**src/rtl/core/pbfq_ram.sv**
```systemverilog
`default_nettype none
// ----------------------------------------------------------------------------
// Request queue storage
// Generic RAM with one write port and two read ports with registered data.
// ----------------------------------------------------------------------------
module pbfq_ram #(
   parameter int WIDTH = 8,
   parameter int DEPTH = 16
) (
   input  wire logic                     clock,
   input  wire logic                     wr_en,
   input  wire logic [$clog2(DEPTH)-1:0] wr_addr,
   input  wire logic [WIDTH-1:0]         wr_data,
   input  wire logic                     rd_en,
   input  wire logic [$clog2(DEPTH)-1:0] rd_addr_a,
   input  wire logic [$clog2(DEPTH)-1:0] rd_addr_b,
   output logic      [WIDTH-1:0]         rd_data_a,
   output logic      [WIDTH-1:0]         rd_data_b
);

   logic [WIDTH-1:0] mem_ff [DEPTH];
   logic [WIDTH-1:0] rd_data_a_ff;
   logic [WIDTH-1:0] rd_data_b_ff;

   always_ff @(posedge clock) begin
      if (wr_en) begin
         mem_ff[wr_addr] <= wr_data;
      end
      if (rd_en) begin
         rd_data_a_ff <= mem_ff[rd_addr_a];
         rd_data_b_ff <= mem_ff[rd_addr_b];
      end
   end

   assign rd_data_a = rd_data_a_ff;
   assign rd_data_b = rd_data_b_ff;

endmodule
`default_nettype wire

```
**config.mk**
```make
export PLATFORM = sky130hd
export DESIGN_NAME = pbfq_ram
export DESIGN_NICKNAME = d
export VERILOG_FILES = /design/src/rtl/core/pbfq_ram.sv
export SDC_FILE = /design/constraint.sdc
export NUM_CORES = 1
export LEC_CHECK = 0
export ABC_AREA = 1
export BUFFER_PORTS_ARGS = -buffer_cell sky130_fd_sc_hd__buf_4
export CORE_MARGIN = 5
export CORE_UTILIZATION = 50
export CTS_BUF_LIST = sky130_fd_sc_hd__clkbuf_4 sky130_fd_sc_hd__clkbuf_8
export CTS_CLUSTER_SIZE = 16
export DETAILED_ROUTE_END_ITERATION = 8
export PLACE_DENSITY_LB_ADDON = 0.1
export SLEW_MARGIN = 0
export SYNTH_ARGS = -nofsm -noshare
export SYNTH_HDL_FRONTEND = slang
export SYNTH_SLANG_ARGS = --single-unit
```
**constraint.sdc**
```tcl
create_clock -name clock -period 1.5 [get_ports clock]
set_input_delay 0.15 -clock clock [delete_from_list [all_inputs] [get_ports clock]]
set_output_delay 0.15 -clock clock [all_outputs]
set_load 0.005 [all_outputs]
```
==> flow_summary_export.csv <==
group,metric,value,unit
power_and_ir_drop,clock_power_share,37.8,%
yosys,synthCells,851,
global_route,grt_max_degree,49,
sta,tightest_slew,393,ps
yosys,synth-simple-area-share,30.3,%
final_layout,finalNetCount,929,
worst_hold_path,hold_class,"in -> reg",
drt,drc,0,
yosys,synth_mux_area_share,0,%
final_layout,num_antenna_cells,0,
sta,rsz0062_at_grt,"false",
critical_path,path_delay_family,"flip-flops",
critical_path,crit_path_end_kind,"output pin",
critical_path,worstPathCellList,"buf_4",
cts,cts_root_buf,"clkbuf_8",
sta,drv_slew,0,
drt,wl_met2,10000,um
cts,cts_setup_buffers,0,
cts,cts_tree,"done",
power_and_ir_drop,leakage,3.84,nW
floorplanning,dieWidth,132,um
yosys,ys_types,12,
power_and_ir_drop,power_frac_seq,50.8,%
sta,min_period_over_period,81.9,%
floorplanning,io_pins,39,
global_route,grt_use_total,25.1,%
place,port_buffers,38,
final_layout,syn2layout_area_growth,15.0,%
drt,antenna_left,0,
yosys,synth-seq-area-share,58.3,%
cts,cts.clk_slew.worst_paths,90,ps
power_and_ir_drop,power_density,1060,nW/um^2
sta,finalSetupTns,0,ps
floorplanning,die_area,17400,sq um
global_route,grt-ovfl-total,0,
power_and_ir_drop,power_frac_comb,11.4,%
yosys,synth_top_family_by_area,"simple AND/OR/NAND/NOR gates",
power_and_ir_drop,ir_worst_vdd,0.629,mV
cts,cts.path.max_buffers,2,
drt,drtIter0Drc,632,
critical_path,path_buf_inv,1,
place,gp_congestion,0.923,
drt,viasPerCell,5.57,
cts,htreeDepth,4,
cts,cts_resized,0,
drt,vias,6144,
yosys,ys_ff_latch,144,
global_route,grt_pass1_wl,33300,um
sta,hold_violations,0,
critical_path,critPathKind,"reg -> out",
cts,insertion_delay,460,ps
power_and_ir_drop,finalPower,0.00900,W
final_layout,drive_gt1_share,12.8,%
critical_path,crit_slowest_cell,"edfxtp_1",
global_route,grt_pass1_vias,5809,
sta,fmax,0.814,GHz
sta,finalSetupViolCount,0,
sta,fin_crit,1230,ps
sta,fin_worst_skew,12.7,ps
drt,met3_length,2040,um
floorplanning,core-area,14500,sq um
cts,clkSinkCount,144,
yosys,synth_compound_area_share,0,%
floorplanning,die_h,132,um
cts,cts_buffers,17,
floorplanning,initial_core_util,51.1,%
floorplanning,placementRows,44,
critical_path,cp_data_arrival_time,1080,ps
final_layout,nFillCells,1283,
yosys,avgSynthCellArea,8.72,sq um
drt,met1_length,9230,um
power_and_ir_drop,p_int,0.00674,W
yosys,synthAdderAreaFrac,0,%
drt,top_layer_used,"met4",
outcome,status,"finished, final reports clean",
place,hpwl,14600,um
critical_path,worstPathRequired,1350,ps
power_and_ir_drop,switchingPower,0.00227,W
yosys,synth_fp_nets,874,
critical_path,cp-start-kind,"flop",
global_route,antenna_found_initial,0,
critical_path,crit_path_max_incr_delay,460,ps
yosys,yosys_warnings,0,
drt,firstDrtPassIters,9,
sta,relSlewSlack,73.8,%
run,drv_cap,0,
critical_path,cp_max_fo,1,
yosys,netlist_area,7420,sq um
drt,wl_per_cell,19.7,um
drt,wirelength,21800,um
power_and_ir_drop,p_sw_share,25.2,%
yosys,synthXorXnorAreaFrac,0,%
## cells in the final DEF, fill, tap and decap left out, drive strengths merged
| cell type | Yosys | layout |
|---|---|---|
| dlygate4sd3 | 0 | 2 |
| nor2 | 17 | 17 |
| edfxtp | 144 | 144 |
| bufinv | 0 | 4 |
| inv | 138 | 141 |
| nand2 | 277 | 277 |
| buf | 45 | 82 |
| clkbuf | 3 | 17 |
| clkinvlp | 0 | 4 |
| clkinv | 0 | 4 |
| nand3b | 2 | 2 |
| nand3 | 225 | 225 |
## Yosys cell counts
| cell | number | area share [%] |
|---|---|---|
| inv_1 | 134 | 6.8 |
| edfxtp_1 | 144 | 58 |
| nand2_1 | 277 | 14 |
| buf_6 | 14 | 2.1 |
| clkbuf_1 | 3 | 0.15 |
| buf_4 | 4 | 0.40 |
| inv_2 | 4 | 0.20 |
| buf_1 | 1 | 0.051 |
| nand3b_1 | 2 | 0.20 |
| buf_2 | 26 | 1.8 |
| nor2_1 | 17 | 0.86 |
| nand3_1 | 225 | 15 |
## what timing repair did
| action | in CTS | in global routing |
|---|---|---|
| hold buffers | 2 | 0 |
| setup endpoints to repair | 0 | 0 |
| endpoints found under the hold margin | 18 | 0 |
## cell families after synthesis
kind of cell | Yosys count
buf+inv | 186
flops | 144
simple gates | 521
## through the flow
| stage | hold WS, ps | cell area [sq um] | util, % | std cells | setup slack (ps) |
|---|---|---|---|---|---|
| after floorplan | 249 | 7420 | - | 851 | 399 |
| after global placement | 461 | 8070 | 55.5 | 1069 | 111 |
| after detailed placement | 464 | 8070 | 55.5 | 1069 | 122 |
| after CTS | 24.7 | 8530 | 58.7 | 1103 | 250 |
| after global routing | 23.3 | 8530 | 58.7 | 1103 | 194 |
| final | 29.6 | 8530 | 58.7 | 1103 | 272 |
## sequential cells by signal, summed over array words and instances, names as in the netlist
name / count
rd_data_a: 8
rd_data_b: 8
mem_ff: 128
## metal layers
layer / vias up / track usage [%]
met2: 363 / 39.4
met4: 0 / 8.11
met5: - / 0
li1: 2864 / -
met3: 47 / 4.35
met1: 2870 / 35.8
## power by group through the flow
stage / combinational (W) / sequential, W / clock [W]
2_1_floorplan: 0.000566 / 0.00466 / 0
3_3_place_gp: 0.00101 / 0.00467 / 0
3_5_place_dp: 0.00101 / 0.00467 / 0
4_1_cts: 0.00102 / 0.00458 / 0.00342
5_1_grt: 0.00112 / 0.00458 / 0.00358
6_report: 0.00103 / 0.00458 / 0.00340
## final cells by class
class | count | area (sq um) | share of cell area, %
clock buffers | 17 | 234 | 2.74
clock inverters | 15 | 208 | 2.43
inverters | 138 | 518 | 6.07
multi-input cells | 521 | 2240 | 26.3
flip-flops and latches | 144 | 4320 | 50.7
well taps | 184 | 230 | 2.70
repair buffers | 84 | 773 | 9.06
## path summary, 6_finish.rpt
| path | start | endpoint | slack, ps | depth (start not counted) |
|---|---|---|---|---|
| max | rd_data_a[6]$_DFFE_PP_ | rd_data_a[6] | 270 | 1 |
| min | wr_data[3] | mem_ff[2][3]$_DFFE_PP_ | 30 | 1 |
| max reg2reg | mem_ff[7][5]$_DFFE_PP_ | rd_data_b[5]$_DFFE_PP_ | 290 | 6 |
| min reg2reg | mem_ff[6][3]$_DFFE_PP_ | rd_data_a[3]$_DFFE_PP_ | 770 | 6 |
Power figures use the tool's default switching activity.
